--- src/fbpa_pkg.sv ---
// ----------------------------------------------------------------------------
// fbpa_pkg
// Shared widths, codes, register indexes and state type of the fixed-block
// pool allocator.
// ----------------------------------------------------------------------------
package fbpa_pkg;

    // Field widths of the request and response channels.
    localparam int OP_W     = 2;
    localparam int HANDLE_W = 12;
    localparam int OFFSET_W = 20;
    localparam int COUNT_W  = 13;
    localparam int PCOUNT_W = 5;

    // Configuration register widths and bus geometry.
    localparam int REQ_W    = 16;
    localparam int ALIGN_W  = 13;
    localparam int PAGE_W   = 17;
    localparam int STRIDE_W = 17;
    localparam int APB_AW   = 4;
    localparam int APB_DW   = 32;
    localparam int REG_IDX_W = 2;

    // Register reset values.
    localparam logic [REQ_W-1:0]   REQ_RESET   = 16'd16;
    localparam logic [ALIGN_W-1:0] ALIGN_RESET = 13'd8;
    localparam logic [PAGE_W-1:0]  PAGE_RESET  = 17'd4096;

    // Saturation limit of the free-block count.
    localparam logic [COUNT_W-1:0] COUNT_MAX = 13'd8191;

    // Iterative divider geometry.
    localparam int DIV_W     = 17;
    localparam int DIV_CNT_W = 5;

    // Width of the handle times reciprocal product used to split a handle.
    localparam int FPROD_W = 2 * HANDLE_W;

    // Register indexes on the configuration port.
    localparam logic [REG_IDX_W-1:0] REG_REQ   = 2'd0;
    localparam logic [REG_IDX_W-1:0] REG_ALIGN = 2'd1;
    localparam logic [REG_IDX_W-1:0] REG_PAGE  = 2'd2;

    // Response status codes.
    localparam logic STATUS_OK  = 1'b0;
    localparam logic STATUS_OOM = 1'b1;

    // Request operation codes.
    typedef enum logic [OP_W-1:0] {
        OP_ALLOC   = 2'd0,
        OP_FREE    = 2'd1,
        OP_RELEASE = 2'd2
    } t_op;

    // Controller states.
    typedef enum logic [2:0] {
        ST_IDLE,
        ST_POP,
        ST_LINK,
        ST_FREE,
        ST_DERIVE,
        ST_DIV
    } t_state;

endpackage

--- src/fbpa_div.sv ---
// ----------------------------------------------------------------------------
// fbpa_div
// Restoring unsigned divider, one quotient bit per cycle, used to work out
// how many blocks fit in a page.
// ----------------------------------------------------------------------------
module fbpa_div import fbpa_pkg::*; (
    input  logic             i_clk,
    input  logic             i_rst_n,
    input  logic             i_start,
    input  logic [DIV_W-1:0] i_dividend,
    input  logic [DIV_W-1:0] i_divisor,
    output logic             o_done,
    output logic [DIV_W-1:0] o_quot
);

    logic                 r_busy;
    logic                 r_done;
    logic [DIV_CNT_W-1:0] r_cnt;
    logic [DIV_W-1:0]     r_rem;
    logic [DIV_W-1:0]     r_quo;
    logic [DIV_W-1:0]     r_dvs;
    logic [DIV_W:0]       w_trial;

    // Trial subtraction of the divisor from the shifted partial remainder.
    assign w_trial = {r_rem, r_quo[DIV_W-1]} - {1'b0, r_dvs};

    // Control: busy while the quotient bits are worked out, then a done pulse.
    always_ff @(posedge i_clk) begin
        if (!i_rst_n) begin
            r_busy <= 1'b0;
            r_done <= 1'b0;
            r_cnt  <= '0;
        end else if (i_start) begin
            r_busy <= 1'b1;
            r_done <= 1'b0;
            r_cnt  <= DIV_CNT_W'(DIV_W);
        end else if (r_busy) begin
            r_cnt <= r_cnt - 1'b1;
            if (r_cnt == DIV_CNT_W'(1)) begin
                r_busy <= 1'b0;
                r_done <= 1'b1;
            end
        end else begin
            r_done <= 1'b0;
        end
    end

    // Datapath: shift the dividend through, keeping the partial remainder.
    always_ff @(posedge i_clk) begin
        if (i_start) begin
            r_rem <= '0;
            r_quo <= i_dividend;
            r_dvs <= i_divisor;
        end else if (r_busy) begin
            if (!w_trial[DIV_W]) begin
                r_rem <= w_trial[DIV_W-1:0];
                r_quo <= {r_quo[DIV_W-2:0], 1'b1};
            end else begin
                r_rem <= {r_rem[DIV_W-2:0], r_quo[DIV_W-1]};
                r_quo <= {r_quo[DIV_W-2:0], 1'b0};
            end
        end
    end

    assign o_done = r_done;
    assign o_quot = r_quo;

endmodule
--- config.mk ---
export PLATFORM = sky130hd
export DESIGN_NAME = fbpa_div
export DESIGN_NICKNAME = d
export VERILOG_FILES = /design/src/fbpa_pkg.sv /design/src/fbpa_div.sv
export SDC_FILE = /design/constraint.sdc
export NUM_CORES = 1
export LEC_CHECK = 0
export BUFFER_PORTS_ARGS = -buffer_cell sky130_fd_sc_hd__buf_2
export CAP_MARGIN = 20
export CORE_MARGIN = 3
export CORE_UTILIZATION = 58
export DETAILED_ROUTE_END_ITERATION = 16
export PLACE_DENSITY = 0.82
export SYNTH_ARGS = -nofsm -noshare
export SYNTH_HDL_FRONTEND = slang
export SYNTH_SLANG_ARGS = --single-unit
--- constraint.sdc ---
create_clock -name i_clk -period 4.25 [get_ports i_clk]
set_input_delay 0.85 -clock i_clk [delete_from_list [all_inputs] [get_ports i_clk]]
set_output_delay 0.85 -clock i_clk [all_outputs]
set_load 0.1 [all_outputs]
==> out/results.ini <==
[synthesis]
synthArstFlopShare_pct = 0
synth_cells = 314
yosys.cell_types.count = 54
ys_ff_latch = 58
ys_top_cells_by_count = 34 x edfxtp_1, 27 x nand2_1, 26 x inv_1
ys_seq_area_share_pct = 45.9
synth_area_mm2 = 0.00327
yosysMostFrequentCell = edfxtp_1
synth-edff-count = 34
syn_nets = 371
synth_area_leaders = edfxtp_1 31%, dfxtp_1 15%, ha_1 7.3%, mux2_2 5.5%, nand2_1 3.1%
yosys.area.top_type = edfxtp_1
synth_top_area_share_pct = 31.2
syn_area_per_cell_um2 = 10.4
synth-main-ff-cell = edfxtp_1
yosys_warnings = 0

[power_and_ir_drop]
ir_worst_vdd_uv = 289
power_density_mw_per_mm2 = 400
leakage_uw = 0.00154

[floorplan]
ioPinCount = 55
die-height_um = 81.1
start_util_pct = 62.1
core-area_mm2 = 0.00527
fp.dieW_um = 81.1
num_rows = 26
dieArea_mm2 = 0.00658

[place]
dp_worst_setup_slack_ps = 1200
hpwl_um = 4760
postPlaceCellArea_mm2 = 0.00356
place_congestion = 0.859
place_inst = 427
port_buffers = 54

[setup_path]
cp_data_required_time_ps = 4490
crit_type = register to register
end_kind = register
crit_fanout = 16
critPathLaunchType = register
critPathArrivalTime_ps = 2960

[worst_hold_path]
hold_class = register to register

[global_route]
grt_pass1_wl_um = 11000
grt_start_max_net_pins = 36
grt_pass1_vias = 2413
antenna_found_initial = 0
grt_overflow_total = 0
grtUsageTotal_pct = 22.3

[timing]
rsz0062_at_grt = false
slew-limit-headroom_pct = 54.3
setup_viol = 0
max_freq_ghz = 0.368
tns_ps = 0
finalCritPeriodShare_pct = 64.0
slew_violations = 0
hold_viol = 0
timing.hold.ws_ps = 455
finalWorstSetupSlack_ps = 1530
skew_ps = 6.81
finalCriticalPeriod_ps = 2720
worst_slew_pin_slew_ps = 683

[clocking]
cts-root-buf = clkbuf_8
cts-buffers-inserted = 9
cts_tree = yes
postCtsSetupRepairBufs = 0
holdBufCountCts = 0
htreeDepth = 3
clk_transition_reported_paths_ps = 60
cts_resized = 0
cts_buffer_depth = 2
clk_latency_ps = 340
clkSinkCount = 58

[status]
status = finished, final reports clean

[routing]
vias = 2514
ant_nets = 0
wirelength_um = 6590
drc = 0
wire_per_inst_um = 14.9
drt-initial-drc-count = 170
firstDrtPassIters = 5
vias_per_cell = 5.66

[layout]
fin_nets = 426
ff_latch_area_mm2 = 0.00150
antenna_cells = 0
stdcell_count = 444
drive_gt1_share_pct = 25.4
fin_area_mm2 = 0.00373
multiInputGateArea_mm2 = 0.00158
area_delta_synth_final_pct = 14.1
fill_cells = 420

[flow_run]
maxCapViolCount = 0

-- layer usage --
layer	global-route usage (%)	wire length (µm)
met1	26.7	2740
met3	8.20	385
met2	37.8	3350
met4	6.25	110
met5	0	0
-- critical path: stages (launching register included) --
cell,delay [ps]
edfxtp_1,380
inv_1,50
ha_1,260
nor2b_1,160
o2111ai_1,220
a2111oi_4,480
o31ai_4,160
xnor2_2,370
buf_8,220
nand2_1,60
a311oi_1,260
-- path summary, 6_finish.rpt --
path	startpoint	cells past startpoint	slack (ps)	to
worst max-delay path	r_dvs[1]$_DFFE_PP_	10	1530	r_rem[11]$_SDFFE_PP0P_
worst min-delay path	o_done$_SDFFE_PP0P_	2	460	o_done$_SDFFE_PP0P_
worst max register to register	r_dvs[1]$_DFFE_PP_	10	1530	r_rem[11]$_SDFFE_PP0P_
worst min register to register	o_done$_SDFFE_PP0P_	2	460	o_done$_SDFFE_PP0P_
-- cells by family (layout without fill, tap and decap cells) --
family          after synthesis  in the layout  synth area share (%)
compound gates               72             72                  17.1
xor+xnor                     16             16                  4.51
fa+ha+maj                    20             20                  7.88
buf+inv                      40            100                  5.66
flops                        58             58                  45.9
mux                          16             16                  5.51
simple gates                 92             92                  13.4
-- registers in the layout, indices dropped and copies added (netlist names) --
| name | cells |
|---|---|
| o_done | 1 |
| o_quot | 17 |
| r_busy | 1 |
| r_cnt | 5 |
| r_dvs | 17 |
| r_rem | 17 |
-- where the power goes --
group	total (µW)	internal (µW)	switching (µW)
Clock	409	203	206
Combinational	409	128	281
Sequential	673	647	25.1
Total	1490	979	512
-- final cells by class --
cell class	count	share of cell area, %
clock buffers	11	3.52
clock inverters	5	0.570
inverters	26	2.62
multi-input cells	216	42.5
flip-flops and latches	58	40.2
well taps	70	2.35
repair buffers	58	8.25
-- metrics by stage --
| stage | util (%) | total power [µW] |
|---|---|---|
| after floorplan | - | 1020 |
| after global routing | 70.8 | 1580 |
| final | 70.8 | 1490 |
| after detailed placement | 67.6 | 1090 |
| after global placement | 67.6 | 1080 |
| after CTS | 70.5 | 1510 |
-- cells in the final DEF, fill, tap and decap left out, types with 3 or more instances in the layout --
master / count
clkinv_1: 3
nand4_1: 3
ha_1: 19
edfxtp_1: 34
inv_1: 26
o21ai_0: 12
nor2_1: 25
mux2_2: 16
o31a_1: 3
nand3_1: 17
nand2_1: 27
o31ai_1: 3
clkbuf_8: 9
xor2_1: 4
nor2b_1: 4
buf_4: 3
dfxtp_1: 24
a21oi_1: 14
a311oi_1: 9
a211oi_1: 3
a21o_1: 3
xnor2_1: 11
buf_2: 54
o21a_1: 6
Power figures use the tool's default switching activity.
